`config.mk`:
```
export PLATFORM = sky130hd
export DESIGN_NAME = hid_keyboard_report_builder
export DESIGN_NICKNAME = d
export VERILOG_FILES = /design/src/hw/rtl/hkrb_pkg.sv /design/src/hw/rtl/hkrb_ctrl.sv /design/src/hw/rtl/hkrb_dp.sv /design/src/hw/rtl/hid_keyboard_report_builder.sv
export SDC_FILE = /design/constraint.sdc
export NUM_CORES = 1
export LEC_CHECK = 0
export ABC_CLOCK_PERIOD_IN_PS = 20200
export BUFFER_PORTS_ARGS = -buffer_cell sky130_fd_sc_hd__buf_2
export CAP_MARGIN = 20
export CORE_MARGIN = 2
export CORE_UTILIZATION = 45
export CTS_CLUSTER_SIZE = 20
export DETAILED_ROUTE_END_ITERATION = 12
export GPL_TIMING_DRIVEN = 0
export SETUP_SLACK_MARGIN = 0.4
export SLEW_MARGIN = 20
export SYNTH_ARGS = -nofsm -noshare
export SYNTH_HDL_FRONTEND = slang
export SYNTH_HIERARCHICAL = 1
export SYNTH_SLANG_ARGS = --single-unit
```
`constraint.sdc`:
```
create_clock -name clk -period 20.2 [get_ports clk]
set_input_delay 3.03 -clock clk [delete_from_list [all_inputs] [get_ports clk]]
set_output_delay 3.03 -clock clk [all_outputs]
set_load 0.005 [all_outputs]
```
`src/hw/rtl/hkrb_pkg.sv`:
```
// Shared types and constants for the keyboard report builder.
package hkrb_pkg;

  localparam logic [7:0] MOD_FIRST     = 8'hE0;
  localparam logic [7:0] MOD_LAST      = 8'hE7;
  localparam logic [7:0] ROLLOVER_CODE = 8'h01;
  localparam int unsigned OUT_SLOTS    = 6;
  localparam int unsigned ROW_BITS     = 8;

  typedef struct packed {
    logic       is_key_event;
    logic [7:0] usage_code;
    logic       pressed;
  } evt_t;

  typedef struct packed {
    logic       report_changed;
    logic [7:0] modifier_byte;
    logic [7:0] key_slot_0;
    logic [7:0] key_slot_1;
    logic [7:0] key_slot_2;
    logic [7:0] key_slot_3;
    logic [7:0] key_slot_4;
    logic [7:0] key_slot_5;
  } rpt_t;

  typedef enum logic [2:0] {
    ST_IDLE,
    ST_LOOKUP,
    ST_CHECK,
    ST_SLOTS,
    ST_SCAN,
    ST_EMIT
  } state_t;

  typedef enum logic [1:0] {
    KIND_IGNORE,
    KIND_MOD,
    KIND_NOMAP,
    KIND_KEY
  } kind_t;

  typedef enum logic [2:0] {
    SLOT_NONE,
    SLOT_INSERT,
    SLOT_FILL,
    SLOT_REMOVE,
    SLOT_RESCAN
  } slot_op_t;

  typedef struct packed {
    logic capture;
    logic lookup;
    logic mod_upd;
    logic map_upd;
    logic slot_upd;
    logic scan_start;
    logic scan_step;
    logic load_out;
  } ctrl_cmd_t;

  typedef struct packed {
    kind_t    kind;
    logic     toggle;
    slot_op_t slot_op;
    logic     scan_done;
    logic     out_free;
  } ctrl_sts_t;

endpackage

```
`src/hw/rtl/hkrb_ctrl.sv`:
```
// Sequencing state machine of the keyboard report builder.
module hkrb_ctrl (
  input  logic               clk,
  input  logic               rst,
  input  logic               evt_valid,
  output logic               evt_ready,
  input  hkrb_pkg::ctrl_sts_t sts,
  output hkrb_pkg::ctrl_cmd_t cmd
);

  hkrb_pkg::state_t state;
  hkrb_pkg::state_t state_next;

  always_ff @(posedge clk) begin
    if (rst) begin
      state <= hkrb_pkg::ST_IDLE;
    end else begin
      state <= state_next;
    end
  end

  always_comb begin
    state_next = state;
    case (state)
      hkrb_pkg::ST_IDLE: begin
        if (evt_valid) state_next = hkrb_pkg::ST_LOOKUP;
      end
      hkrb_pkg::ST_LOOKUP: begin
        if (sts.kind == hkrb_pkg::KIND_KEY) state_next = hkrb_pkg::ST_CHECK;
        else state_next = hkrb_pkg::ST_EMIT;
      end
      hkrb_pkg::ST_CHECK: begin
        if (sts.toggle) state_next = hkrb_pkg::ST_SLOTS;
        else state_next = hkrb_pkg::ST_EMIT;
      end
      hkrb_pkg::ST_SLOTS: begin
        if (sts.slot_op == hkrb_pkg::SLOT_RESCAN) state_next = hkrb_pkg::ST_SCAN;
        else state_next = hkrb_pkg::ST_EMIT;
      end
      hkrb_pkg::ST_SCAN: begin
        if (sts.scan_done) state_next = hkrb_pkg::ST_EMIT;
      end
      hkrb_pkg::ST_EMIT: begin
        if (sts.out_free) state_next = hkrb_pkg::ST_IDLE;
      end
      default: begin
        state_next = hkrb_pkg::ST_IDLE;
      end
    endcase
  end

  always_comb begin
    cmd       = '0;
    evt_ready = 1'b0;
    case (state)
      hkrb_pkg::ST_IDLE: begin
        evt_ready   = 1'b1;
        cmd.capture = evt_valid;
      end
      hkrb_pkg::ST_LOOKUP: begin
        cmd.lookup  = (sts.kind == hkrb_pkg::KIND_KEY);
        cmd.mod_upd = (sts.kind == hkrb_pkg::KIND_MOD);
      end
      hkrb_pkg::ST_CHECK: begin
        cmd.map_upd = sts.toggle;
      end
      hkrb_pkg::ST_SLOTS: begin
        cmd.scan_start = (sts.slot_op == hkrb_pkg::SLOT_RESCAN);
        cmd.slot_upd   = (sts.slot_op != hkrb_pkg::SLOT_RESCAN);
      end
      hkrb_pkg::ST_SCAN: begin
        cmd.scan_step = 1'b1;
      end
      hkrb_pkg::ST_EMIT: begin
        cmd.load_out = sts.out_free;
      end
      default: begin
        cmd = '0;
      end
    endcase
  end

endmodule

```
`src/hw/rtl/hkrb_dp.sv`:
```
// Datapath: key map memory, count, slots, modifiers and report register.
module hkrb_dp #(
  parameter int unsigned KEY_SLOTS = 6,
  parameter int unsigned MAP_BITS  = 256
) (
  input  logic                clk,
  input  logic                rst,
  input  hkrb_pkg::evt_t      evt,
  input  logic                cfg_we,
  input  logic [7:0]          cfg_wdata,
  input  logic                rpt_ready,
  output logic                rpt_valid,
  output hkrb_pkg::rpt_t      rpt,
  input  hkrb_pkg::ctrl_cmd_t cmd,
  output hkrb_pkg::ctrl_sts_t sts
);

  localparam int unsigned ROWS   = (MAP_BITS + hkrb_pkg::ROW_BITS - 1) / hkrb_pkg::ROW_BITS;
  localparam int unsigned ROW_W  = (ROWS > 1) ? $clog2(ROWS) : 1;
  localparam int unsigned SCAN_W = $clog2(ROWS + 1);
  localparam int unsigned SLOT_W = (KEY_SLOTS > 1) ? $clog2(KEY_SLOTS) : 1;
  localparam int unsigned NUM_W  = $clog2(KEY_SLOTS + 9);

  hkrb_pkg::evt_t   item;
  logic [7:0]       report_id;
  logic [7:0]       modifier_store;
  logic [8:0]       pressed_count;
  logic [7:0]       slot_store [KEY_SLOTS];
  logic [7:0]       map_mem [ROWS];
  logic [ROWS-1:0]  row_vld;
  logic [7:0]       rd_row;
  logic             rd_vld;
  logic [SCAN_W-1:0] scan_idx;
  logic             scan_pend;
  logic [ROW_W-1:0] scan_row;
  logic [NUM_W-1:0] scan_num;

  hkrb_pkg::kind_t    kind;
  hkrb_pkg::slot_op_t slot_op;
  logic [ROW_W-1:0]   item_row;
  logic [ROW_W-1:0]   rd_addr;
  logic               scan_issue;
  logic               rd_en;
  logic [7:0]         rd_eff;
  logic               cur_bit;
  logic [7:0]         row_new;
  logic [7:0]         mod_mask;
  logic [7:0]         slot_upd_v [KEY_SLOTS];
  logic [7:0]         slot_scan_v [KEY_SLOTS];
  logic [NUM_W-1:0]   scan_num_next;
  logic [7:0]         out_slot [hkrb_pkg::OUT_SLOTS];

  always_comb begin
    if (!item.is_key_event || item.usage_code == 8'd0) begin
      kind = hkrb_pkg::KIND_IGNORE;
    end else if (item.usage_code >= hkrb_pkg::MOD_FIRST &&
                 item.usage_code <= hkrb_pkg::MOD_LAST) begin
      kind = hkrb_pkg::KIND_MOD;
    end else if ({1'b0, item.usage_code} >= 9'(MAP_BITS)) begin
      kind = hkrb_pkg::KIND_NOMAP;
    end else begin
      kind = hkrb_pkg::KIND_KEY;
    end
  end

  assign item_row   = ROW_W'(item.usage_code >> 3);
  assign scan_issue = (scan_idx < SCAN_W'(ROWS));
  assign rd_en      = cmd.lookup || (cmd.scan_step && scan_issue);
  assign rd_addr    = cmd.lookup ? item_row : scan_idx[ROW_W-1:0];
  assign rd_eff     = rd_vld ? rd_row : 8'd0;
  assign cur_bit    = rd_eff[item.usage_code[2:0]];
  assign mod_mask   = 8'd1 << item.usage_code[2:0];

  always_comb begin
    row_new = rd_eff;
    row_new[item.usage_code[2:0]] = item.pressed;
  end

  always_comb begin
    if (item.pressed) begin
      if (pressed_count <= 9'(KEY_SLOTS)) slot_op = hkrb_pkg::SLOT_INSERT;
      else if (pressed_count == 9'(KEY_SLOTS + 1)) slot_op = hkrb_pkg::SLOT_FILL;
      else slot_op = hkrb_pkg::SLOT_NONE;
    end else begin
      if (pressed_count < 9'(KEY_SLOTS)) slot_op = hkrb_pkg::SLOT_REMOVE;
      else if (pressed_count == 9'(KEY_SLOTS)) slot_op = hkrb_pkg::SLOT_RESCAN;
      else slot_op = hkrb_pkg::SLOT_NONE;
    end
  end

  always_comb begin
    logic done;
    done = 1'b0;
    for (int k = 0; k < KEY_SLOTS; k++) slot_upd_v[k] = slot_store[k];
    case (slot_op)
      hkrb_pkg::SLOT_INSERT: begin
        for (int k = 0; k < KEY_SLOTS; k++) begin
          if (!done && slot_store[k] == 8'd0) begin
            slot_upd_v[k] = item.usage_code;
            done = 1'b1;
          end
        end
      end
      hkrb_pkg::SLOT_REMOVE: begin
        for (int k = 0; k < KEY_SLOTS; k++) begin
          if (!done && slot_store[k] == item.usage_code) begin
            slot_upd_v[k] = 8'd0;
            done = 1'b1;
          end
        end
      end
      hkrb_pkg::SLOT_FILL: begin
        for (int k = 0; k < KEY_SLOTS; k++) slot_upd_v[k] = hkrb_pkg::ROLLOVER_CODE;
      end
      default: begin
        done = 1'b0;
      end
    endcase
  end

  always_comb begin
    logic [NUM_W-1:0] cnt;
    cnt = scan_num;
    for (int k = 0; k < KEY_SLOTS; k++) slot_scan_v[k] = slot_store[k];
    for (int b = 0; b < hkrb_pkg::ROW_BITS; b++) begin
      if (rd_eff[b]) begin
        if (cnt < NUM_W'(KEY_SLOTS)) begin
          slot_scan_v[cnt[SLOT_W-1:0]] = 8'({scan_row, 3'(b)});
        end
        cnt = cnt + NUM_W'(1);
      end
    end
    scan_num_next = (cnt > NUM_W'(KEY_SLOTS)) ? NUM_W'(KEY_SLOTS) : cnt;
  end

  always_ff @(posedge clk) begin
    if (cmd.capture) item <= evt;
  end

  always_ff @(posedge clk) begin
    if (rst) begin
      report_id <= 8'd1;
    end else if (cfg_we) begin
      report_id <= cfg_wdata;
    end
  end

  always_ff @(posedge clk) begin
    if (rst) begin
      modifier_store <= 8'd0;
    end else if (cmd.mod_upd) begin
      if (item.pressed) modifier_store <= modifier_store | mod_mask;
      else modifier_store <= modifier_store & ~mod_mask;
    end
  end

  always_ff @(posedge clk) begin
    if (cmd.map_upd) map_mem[item_row] <= row_new;
    if (rd_en) begin
      rd_row <= map_mem[rd_addr];
      rd_vld <= row_vld[rd_addr];
    end
  end

  always_ff @(posedge clk) begin
    if (rst) begin
      row_vld       <= '0;
      pressed_count <= 9'd0;
    end else if (cmd.map_upd) begin
      row_vld[item_row] <= 1'b1;
      if (item.pressed) pressed_count <= pressed_count + 9'd1;
      else pressed_count <= pressed_count - 9'd1;
    end
  end

  always_ff @(posedge clk) begin
    if (rst) begin
      scan_idx  <= '0;
      scan_pend <= 1'b0;
      scan_num  <= '0;
    end else if (cmd.scan_start) begin
      scan_idx  <= '0;
      scan_pend <= 1'b0;
      scan_num  <= '0;
    end else if (cmd.scan_step) begin
      scan_pend <= scan_issue;
      if (scan_issue) scan_idx <= scan_idx + SCAN_W'(1);
      if (scan_pend) scan_num <= scan_num_next;
    end
  end

  always_ff @(posedge clk) begin
    if (cmd.scan_step && scan_issue) scan_row <= scan_idx[ROW_W-1:0];
  end

  always_ff @(posedge clk) begin
    if (rst) begin
      for (int k = 0; k < KEY_SLOTS; k++) slot_store[k] <= 8'd0;
    end else if (cmd.scan_start) begin
      for (int k = 0; k < KEY_SLOTS; k++) slot_store[k] <= 8'd0;
    end else if (cmd.slot_upd) begin
      for (int k = 0; k < KEY_SLOTS; k++) slot_store[k] <= slot_upd_v[k];
    end else if (cmd.scan_step && scan_pend) begin
      for (int k = 0; k < KEY_SLOTS; k++) slot_store[k] <= slot_scan_v[k];
    end
  end

  for (genvar j = 0; j < hkrb_pkg::OUT_SLOTS; j++) begin : g_out
    if (j < KEY_SLOTS) begin : g_used
      assign out_slot[j] = slot_store[j];
    end else begin : g_unused
      assign out_slot[j] = 8'd0;
    end
  end

  always_ff @(posedge clk) begin
    if (rst) begin
      rpt_valid <= 1'b0;
    end else if (cmd.load_out) begin
      rpt_valid <= 1'b1;
    end else if (rpt_ready) begin
      rpt_valid <= 1'b0;
    end
  end

  always_ff @(posedge clk) begin
    if (cmd.load_out) begin
      rpt.report_changed <= (kind != hkrb_pkg::KIND_IGNORE);
      rpt.modifier_byte  <= modifier_store;
      rpt.key_slot_0     <= out_slot[0];
      rpt.key_slot_1     <= out_slot[1];
      rpt.key_slot_2     <= out_slot[2];
      rpt.key_slot_3     <= out_slot[3];
      rpt.key_slot_4     <= out_slot[4];
      rpt.key_slot_5     <= out_slot[5];
    end
  end

  assign sts.kind      = kind;
  assign sts.toggle    = (cur_bit != item.pressed);
  assign sts.slot_op   = slot_op;
  assign sts.scan_done = !scan_issue && !scan_pend;
  assign sts.out_free  = !rpt_valid || rpt_ready;

endmodule

```
`src/hw/rtl/hid_keyboard_report_builder.sv`:
```
// Top level of the boot-keyboard report builder: controller plus datapath.
// Sequence: ignored, unmapped and modifier requests pass from LOOKUP to EMIT; key requests
// also pass CHECK and, if the key changes state, SLOTS; a release that leaves rollover adds
// a key map rescan, one 8-bit map row per cycle through the single memory read port.
// One request at a time: the next is accepted once the report is in the output register.
// Reset (synchronous, rst high) clears the key map row valid bits, count, slots and
// modifiers at once; report_id returns to 1.
module hid_keyboard_report_builder #(
  parameter int unsigned KEY_SLOTS = 6,
  parameter int unsigned MAP_BITS  = 256
) (
  input  logic           clk,
  input  logic           rst,
  input  logic           evt_valid,
  output logic           evt_ready,
  input  hkrb_pkg::evt_t evt,
  output logic           rpt_valid,
  input  logic           rpt_ready,
  output hkrb_pkg::rpt_t rpt,
  input  logic           cfg_we,
  input  logic [7:0]     cfg_wdata
);

  hkrb_pkg::ctrl_cmd_t cmd;
  hkrb_pkg::ctrl_sts_t sts;

  hkrb_ctrl u_ctrl (
    .clk       (clk),
    .rst       (rst),
    .evt_valid (evt_valid),
    .evt_ready (evt_ready),
    .sts       (sts),
    .cmd       (cmd)
  );

  hkrb_dp #(
    .KEY_SLOTS (KEY_SLOTS),
    .MAP_BITS  (MAP_BITS)
  ) u_dp (
    .clk       (clk),
    .rst       (rst),
    .evt       (evt),
    .cfg_we    (cfg_we),
    .cfg_wdata (cfg_wdata),
    .rpt_ready (rpt_ready),
    .rpt_valid (rpt_valid),
    .rpt       (rpt),
    .cmd       (cmd),
    .sts       (sts)
  );

endmodule

```
# Word level (Yosys, flattened, before mapping)
# Memory sizes are Yosys's and may differ from the RTL's. A register that Yosys moved wholly into a read port is not among the register bits.
# Cells that the tools add are included.
# Widths: inputs -> output; s select.
[totals]
in_bits = 23
out_inout_bits = 59
n_memories = 2
word_cells = 331
regBits = 137
mem_bits_rw = 304
[memory_table]
columns = ["name", "depth", "width", "read_ports", "rd_ports_with_merged_regs", "wr", "line", "rtl"]
rows = [
  ["u_dp.map_mem", 32, 8, 1, 1, 1, "hkrb_dp.sv:29", "logic [7:0] map_mem [ROWS];"],
  ["u_dp.slot_store", 6, 8, 6, 0, 6, "hkrb_dp.sv:28", "logic [7:0] slot_store [KEY_SLOTS];"],
]
[op_classes]
mux = 152
shifts = 1
eq_ne = 24
bitwise = 30
n_reduce_logical = 55
order_cmp = 35
add_sub_neg = 11
[ops]
columns = ["cell", "count"]
rows = [
  ["$mux 48", 16],
  ["$bwmux 48", 8],
  ["$mux 8", 40],
  ["$demux 8 s3", 8],
  ["$pmux 48 s3", 1],
  ["$logic_not 8->1", 7],
  ["$eq 8x8->1", 6],
  ["$mux 1", 48],
  ["$mux 4", 9],
  ["$add 4x1->4 const B", 8],
  ["$ge 4x4->1 const B", 8],
  ["$lt 4x1->1 const B", 8],
  ["$lt 4x3->1 const B", 8],
  ["$not 3->4", 8],
  ["$or 32x32->32", 1],
  ["$mux 3", 9],
  ["$logic_and 1x1->1", 24],
  ["$eq 9x3->1 const B", 2],
  ["$or 1x1->1", 18],
  ["$pmux 3 s6", 1],
  ["$logic_not 1->1", 14],
  ["$eq 3x2->1 const B", 4],
  ["$lt 5x6->1 const B", 2],
  ["$mux 2", 5],
  ["37 further kinds", 45],
]

# Depth between registers and ports, before layout
# Gate-level depths: netlist of run 1.
[logic_depth]
depth_word = 30
depth_mapped = 34

# Cells and area by module
# Netlist of run 1, hierarchy kept.
[modules_own_cells]
columns = ["mod", "cells_each", "n_inst", "seq_area_each_um2", "area_each_um2"]
rows = [
  ["hkrb_dp", 1649, 1, 12782.3, 20961.4],
  ["hkrb_ctrl", 33, 1, 60.1, 289.0],
]

# Least setup slack after synthesis of run 1
# OpenSTA, ideal clock, no wires.
[synth_path]
path_type = "register to register"
startpoint = "register u_dp.scan_num[0]"
endpoint = "memory u_dp.slot_store[1][3], data pin"
n_path_buf = 2
stages_incl_launch_ff = 33
setup_ps = 267
required_time_ps = 19933
t_arrival_ps = 7040
slack_ps = 12893
cell_sequence = "dfxtp_1 > buf_2 > buf_1 > xnor2_1 > ha_1 > a221oi_2 > inv_1 > ha_1 > o221a_2 > o21ai_1 > inv_1 > ha_1 > nand2b_1 > o21ai_0 > a22oi_1 > ha_1 > mux2i_1 > a22oi_1 > ha_1 > mux2_2 > nand2_1 > and2_1 > inv_1 > ha_1 > xor2_1 > xnor2_1 > xnor2_1 > nor3_1 > o21ai_0 > and2_1 > o211ai_2 > mux2i_1 > o21ai_0"
[synth_lines]
columns = ["item", "line", "rtl"]
rows = [
  ["start, declared", "hkrb_dp.sv:36", "logic [NUM_W-1:0] scan_num;"],
  ["start signal, assigned", "hkrb_dp.sv:188", "if (scan_pend) scan_num <= scan_num_next;"],
  ["end, declared", "hkrb_dp.sv:28", ""],
]

==> out/qor.yml, run 1 <==
global_route:
  total_routing_resource_utilization_after_global_routing_pct: 23.6
  gr-total-overflow: 0
  first_global_vias: 14200
  grt_pass1_wl_um: 87500
  antenna_violations_before_repair: 1
  maximum_number_of_pins_on_one_net_before_global_route_repair: 50
critical_path:
  critical_path_required_ps: 20500
  worst-r2r-cell-count: 32
  critical_path_arrival_ps: 9510
  r2r_setup_slack_ps: 10990
  crit_type: "flop to flop"
  r2r_start: "u_dp/scan_num[0]"
  critPathMostFrequentCell: "sky130_fd_sc_hd__ha_1"
  cpPeakStageDelay_ps: 760
  critical_path.endpoint_type: "flop"
  worstReg2RegEnd: "u_dp/slot_store[1][6]"
  crit_fanout: 10
  startpoint_types: "flop"
  critical_path.slowest_cell: "sky130_fd_sc_hd__a221oi_2"
synthesis:
  synth_enable_flop_cells: 385
  netlist_area_um2: 21300
  synthArstFlopShare_pct: 0
  ys_dominant_reg_cell: "sky130_fd_sc_hd__edfxtp_1"
  synthesis.yosys.warnings: 6
  syn-num-nets: 1722
  synthDominantAreaCellType: "sky130_fd_sc_hd__edfxtp_1"
  yosysSeqAreaShare_pct: 60.4
  synth.ff_latch_count: 449
  synthDistinctLibCells: 85
  synthCells: 1682
  synth.top_cells.by_area: "sky130_fd_sc_hd__edfxtp_1, sky130_fd_sc_hd__mux4_2, sky130_fd_sc_hd__dfxtp_1"
  netlist.area_leader.share_pct: 54.4
  avgSynthCellArea_um2: 12.6
finish:
  flow.area_growth_from_synthesis_pct: 14.6
  final_cell_mix: "sky130_fd_sc_hd__edfxtp_1, sky130_fd_sc_hd__nand2_1, sky130_fd_sc_hd__nor2_1, sky130_fd_sc_hd__nand3_1, sky130_fd_sc_hd__o21ai_0"
  final_common_cell: "sky130_fd_sc_hd__edfxtp_1"
  drive_gt1_share_pct: 16.3
  nets: 1854
sta:
  final_hold_viol_count: 0
  setup_tns_ps: 0
  timing_worst_slew_pin_value_ps: 1130
  achievable-frequency_mhz: 109
  timing.final.setup_violations: 0
  slew_viol_final: 0
  grt_setup_unrepaired: "false"
  finalClockSkew_ps: 15.3
  max_slew_margin_pct: 24.3
  period_share_pct: 45.6
  crit_path_time_final_ps: 9210
floorplan:
  core_area_um2: 46600
  rows: 79
  floorplan.initialDensity_pct: 45.6
  die-height_um: 221
  ios: 82
  floorplan.die_area_um2: 49000
  die_width_um: 221
pwr:
  p_leak_nw: 8.48
  power.density_nw_per_um2: 99.1
  sequentialPowerShare_pct: 44.1
  switching_power_mw: 0.658
  irDropWorstVdd_uv: 84.8
  total_power_consumption_mw: 2.41
  cellInternalPower_mw: 1.76
  clockPowerShare_pct: 38.1
  power.share.combinational_pct: 17.8
  power_switching_share_pct: 27.2
clocking:
  cts-buffers-inserted: 48
  clkSlewWorstSetupHoldPaths_ps: 60
  hold_fix_buffers_at_cts: 0
  cts_tree: "built"
  worstSkewPairLatency_ps: 590
  cts_sinks: 449
  post_cts_buffers: 0
  cts_resized: 0
  clock_tree.root_cell: "sky130_fd_sc_hd__clkbuf_16"
  cts.path.max_buffers: 3
  ctsHtreeMaxLevel: 2
detailed_routing:
  vias_per_cell: 5.82
  drtPass1Iterations: 8
  drt-wirelength-per-cell_um: 23.5
  first_iter_violations: 1314
  drtAntennaViolNets: 0
  drt-total-wl_um: 57900
  num_vias: 14300
  post_route_drc_violation_count: 0
place:
  port_buffers: 72
  placed_wire_length_estimate_um: 42200
  place_congestion: 0.965
outcome:
  status: "finished, final reports clean"
worst_hold_path:
  hold_path_depth: 0
  min_to: "u_dp/rpt[54]"
  worst_min_delay_path_class: "flop to flop"
job:
  cap_viol_max_count: 0
-- layout make-up --
type / instances / area (µm²)
diodes: 1 / 2.50
plain buffers: 84 / 349
flip-flops and latches: 449 / 12800
clock inverters: 30 / 399
clock buffers: 60 / 1270
well taps: 607 / 759
repair buffers: 82 / 529
inverters: 19 / 72.6
multi-input cells: 1130 / 8130
fillers: 3965 / 22200
-- metal layers --
layer	GRT usage, %	vias to the layer above	share of wire [%]
li1	-	6579	-
met1	31.0	7136	42
met2	39.5	506	49
met3	3.72	108	5.8
met4	9.48	0	3.6
met5	0	-	0
-- registers in the layout, indices dropped and copies added, names as in the netlist, named ones only --
register,count
u_dp/scan_num,4
u_dp/pressed_count,9
u_dp/rd_row,8
u_dp/slot_store,48
u_dp/item,10
u_dp/rpt_valid,1
u_dp/map_mem,256
u_ctrl/state,3
u_dp/scan_idx,6
u_dp/scan_row,5
u_dp/row_vld,32
u_dp/rpt,57
u_dp/scan_pend,1
u_dp/rd_vld,1
-- how the worst max path moves through the flow --
stage | start | endpoint | slack [ps]
2_1_floorplan | u_dp/scan_num[0] | u_dp/slot_store[1][3] | 12890
5_1_grt | u_dp/scan_num[0] | u_dp/slot_store[1][6] | 10430
3_5_place_dp | u_dp/scan_num[0] | u_dp/slot_store[1][6] | 11210
3_3_place_gp | u_dp/scan_num[0] | u_dp/slot_store[1][6] | 11410
6_report | u_dp/scan_num[0] | u_dp/slot_store[1][6] | 10990
4_1_cts | u_dp/scan_num[0] | u_dp/slot_store[1][6] | 11200
-- power by group through the flow --
stage	combinational [mW]	sequential [mW]	clock, mW
final	0.429	1.07	0.919
after global placement	0.404	1.09	0
after floorplan	0.287	1.08	0
after global routing	0.465	1.07	0.975
after detailed placement	0.426	1.08	0
after CTS	0.428	1.06	0.936
-- critical path, delay by kind of cell (launching register included) --
family / cells / cell delay, ps
multiplexers: 3 / 750
AND/OR/NAND/NOR: 5 / 1120
XOR/XNOR: 4 / 730
AO/OA/AOI/OAI: 9 / 2810
buffers and inverters: 5 / 1170
flip-flops: 1 / 330
adder cells (fa/ha/maj): 6 / 2010
-- metrics by stage --
stage          hold slack [ps]  setup WS (ps)  instance area, µm²  utilization (%)  cells
5_1_grt                    442          10430               24300             52.3   2461
2_1_floorplan              402          12890               21300                -   1682
3_3_place_gp               428          11410               22400             48.1   2361
4_1_cts                    437          11200               24300             52.3   2461
6_report                   437          10990               24300             52.3   2462
3_5_place_dp               422          11210               22700             48.7   2371
-- cells in the mapped netlist (all sizes together) (15+ instances only) --
master	instances
a21oi	47
and2	20
buf	15
clkbuf	69
dfxtp	64
edfxtp	385
ha	16
inv	18
mux2i	39
mux4	73
nand2	196
nand3	92
nor2	191
nor3	26
nor4	20
o21ai	97
or3	17
xnor2	62
xor2	41
-- cell families after synthesis --
logic type,after synthesis,synth area share (%)
adder cells (fa/ha/maj),17,1.04
buffers and inverters,103,1.98
multiplexers,118,9.89
AND/OR/NAND/NOR,661,14.8
AO/OA/AOI/OAI,227,6.69
XOR/XNOR,107,5.16
flip-flops,449,60.4
Note: power is estimated with default switching activity, not from simulation.
==> run 2, diff against run 1 <==
Settings changed: ABC_CLOCK_PERIOD_IN_PS 20200 to 8200.
Clock period 20.2 ns to 8.2 ns, I/O delays scaled along.
==> run 2 against run 1 <==
  * Sequential cell count unchanged
  * Global-route usage about the same
  * Critical path depth grew 2
  * Largest power group unchanged
  * Design area rose by 0.61%
  * Core utilization increased by 0.32 points
  * Count of clock-buffer cells in the layout unchanged
  * Critical endpoint is now u_dp/slot_store[2][5]
==> out/qor.yml, run 2 (synthesized netlist as in run 1, its figures left out) <==
finish:
  nets: 1860  # +0.32%
  final_common_cell: "sky130_fd_sc_hd__edfxtp_1"
  flow.area_growth_from_synthesis_pct: 15.3
  final_cell_mix: "sky130_fd_sc_hd__edfxtp_1, sky130_fd_sc_hd__nor2_1, sky130_fd_sc_hd__nand2_1, sky130_fd_sc_hd__nand3_1, sky130_fd_sc_hd__o21ai_0"
  top_regs: "u_dp/map_mem: 256 flops, u_dp/rpt: 57 flops, u_dp/slot_store: 48 flops"
  number_of_flip_flops_in_the_largest_register: 256  # unchanged
  fillCellCount: 3954  # -0.28%
  top_register: "u_dp/map_mem"
  drive_gt1_share_pct: 17.6  # +1.3 points
  stdcell_count: 2468  # +0.24%
  final_area_um2: 24500  # +0.61%
clocking:
  hold_fix_buffers_at_cts: 0  # unchanged
  cts.path.max_buffers: 3  # unchanged
  ctsHtreeMaxLevel: 2  # unchanged
  worstSkewPairLatency_ps: 590  # about the same
  cts-buffers-inserted: 48  # unchanged
  clock_tree.root_cell: "sky130_fd_sc_hd__clkbuf_16"
  clkSlewWorstSetupHoldPaths_ps: 60  # about the same
  cts_tree: "built"
  cts_sinks: 449  # unchanged
floorplan:
  rows: 79  # unchanged
  floorplan.die_area_um2: 49000  # unchanged
  die_width_um: 221  # unchanged
  die-height_um: 221  # unchanged
  floorplan.initialDensity_pct: 45.6  # unchanged
  ios: 82  # unchanged
  core_area_um2: 46600  # unchanged
global_route:
  gr-total-overflow: 0  # unchanged
  first_global_vias: 14200  # +0.27%
  total_routing_resource_utilization_after_global_routing_pct: 23.7  # +0.040 points
  grt_pass1_wl_um: 87700  # +0.19%
  antenna_violations_before_repair: 1  # unchanged
  maximum_number_of_pins_on_one_net_before_global_route_repair: 50  # unchanged
pwr:
  power.share.combinational_pct: 18.2  # +0.4 points
  sequentialPowerShare_pct: 43.9  # -0.2 points
  irDropWorstVdd_uv: 208  # +150%
  total_power_consumption_mw: 5.98  # +150%
  power.density_nw_per_um2: 244  # +150%
  switching_power_mw: 1.63  # +150%
  p_leak_nw: 8.52  # +0.43%
  cellInternalPower_mw: 4.35  # +150%
  clockPowerShare_pct: 37.9  # -0.2 points
  power_switching_share_pct: 27.3  # +0.090 points
critical_path:
  cpPeakStageDelay_ps: 440  # -320 ps
  critical_path_arrival_ps: 7730  # -1780 ps
  critical_path.slowest_cell: "sky130_fd_sc_hd__edfxtp_1"
  critPathMostFrequentCell: "sky130_fd_sc_hd__ha_1"
  critical_path_required_ps: 8520  # -11980 ps
  crit_type: "flop to flop"
  crit_fanout: 10  # unchanged
  startpoint_types: "flop"
  critical_path.endpoint_type: "flop"
sta:
  slew_viol_final: 0  # unchanged
  hold-worst-slack_ps: 437  # +0.187 ps
  achievable-frequency_mhz: 135  # +24%
  grt_setup_unrepaired: "false"
  period_share_pct: 90.4  # +45 points
  timing.final.setup_violations: 0  # unchanged
  timing_worst_slew_pin_value_ps: 1130  # +0.233 ps
  crit_path_time_final_ps: 7410  # -1800 ps
  max_slew_margin_pct: 24.3  # about the same
  final_hold_viol_count: 0  # unchanged
  finalClockSkew_ps: 11.6  # -3.68 ps
detailed_routing:
  drtPass1Iterations: 6  # -2
  drt-total-wl_um: 58000  # +0.14%
  drt-wirelength-per-cell_um: 23.5  # -0.10%
  vias_per_cell: 5.85  # +0.47%
  post_route_drc_violation_count: 0  # unchanged
  num_vias: 14400  # +0.71%
  first_iter_violations: 1357  # +3.3%
  drtAntennaViolNets: 0  # unchanged
place:
  placed_wire_length_estimate_um: 42200  # unchanged
  place_congestion: 0.965  # unchanged
  port_buffers: 72  # unchanged
  number_of_placed_cells_counting_well_taps: 2371  # unchanged
  post_dp_cell_area_um2: 22700  # unchanged
job:
  cap_viol_max_count: 0  # unchanged
worst_hold_path:
  worst_min_delay_path_class: "flop to flop"
outcome:
  status: "finished, final reports clean"
run 2: cell types whose count changed in the layout (fill, tap and decap cells not counted), moves of 3 or more:
cell                      delta
sky130_fd_sc_hd__and2_2      +3
sky130_fd_sc_hd__mux2i_2     +3
sky130_fd_sc_hd__o21ai_0     -3
sky130_fd_sc_hd__mux2i_1     -3
sky130_fd_sc_hd__buf_4       +6
run 2: through the flow:
| stage | worst slack [ps] | util, % | setup TNS, ps |
|---|---|---|---|
| 3_3_place_gp | -590 | 48.1 | -13280 |
| 6_report | 785 | 52.6 | 0 |
| 3_5_place_dp | -794 | 48.7 | -20630 |
| 2_1_floorplan | 893 | - | 0 |
| 4_1_cts | 403 | 52.5 | 0 |
| 5_1_grt | 405 | 52.6 | 0 |
run 2: worst max-delay path: cells and delay by family, from the launching register on:
family | cells | cell delay (ps)
buf+inv | 5 | 780
flops | 1 | 440
simple gates | 11 | 1370
xor+xnor | 2 | 450
fa+ha+maj | 6 | 1920
compound gates | 7 | 1330
mux | 3 | 830
run 2: layout make-up:
type / instances / area (µm²) / share of cell area [%]
well taps: 607 / 759 / 3.10
inverters: 19 / 72.6 / 0.296
multi-input cells: 1130 / 8220 / 33.6
plain buffers: 84 / 358 / 1.46
clock buffers: 60 / 1270 / 5.17
diodes: 1 / 2.50 / 0.0102
clock inverters: 30 / 399 / 1.63
repair buffers: 88 / 574 / 2.34
flip-flops and latches: 449 / 12800 / 52.4
run 2: what timing repair did:
action	CTS	global route
resized for setup	11	20
buffers inserted	3	3
setup endpoints to repair	51	45
pin swaps	3	6
run 2: layer usage:
metal	vias to the layer above	share of wire (%)	global-route usage, %
met5	-	0	0
met4	0	3.7	9.35
met3	121	6.6	3.59
met2	559	49	39.6
met1	7167	41	31.1
li1	6584	-	-
run 2: final timing paths:
kind,start,to,slack [ps],cells after the start
worst max-delay path,u_dp/rd_row[0],u_dp/slot_store[2][5],790,34
worst min-delay path,flop,u_dp/rpt[54],440,0
worst max register to register,u_dp/rd_row[0],u_dp/slot_store[2][5],790,34
worst min register to register,flop,u_dp/rpt[54],440,0
run 2: power groups by stage:
| stage | clock network (mW) | registers [mW] | logic (mW) |
|---|---|---|---|
| final | 2.27 | 2.62 | 1.09 |
| after global routing | 2.40 | 2.63 | 1.18 |
| after CTS | 2.31 | 2.62 | 1.07 |
| after global placement | 0 | 2.68 | 0.995 |
| after detailed placement | 0 | 2.67 | 1.05 |
| after floorplan | 0 | 2.66 | 0.708 |
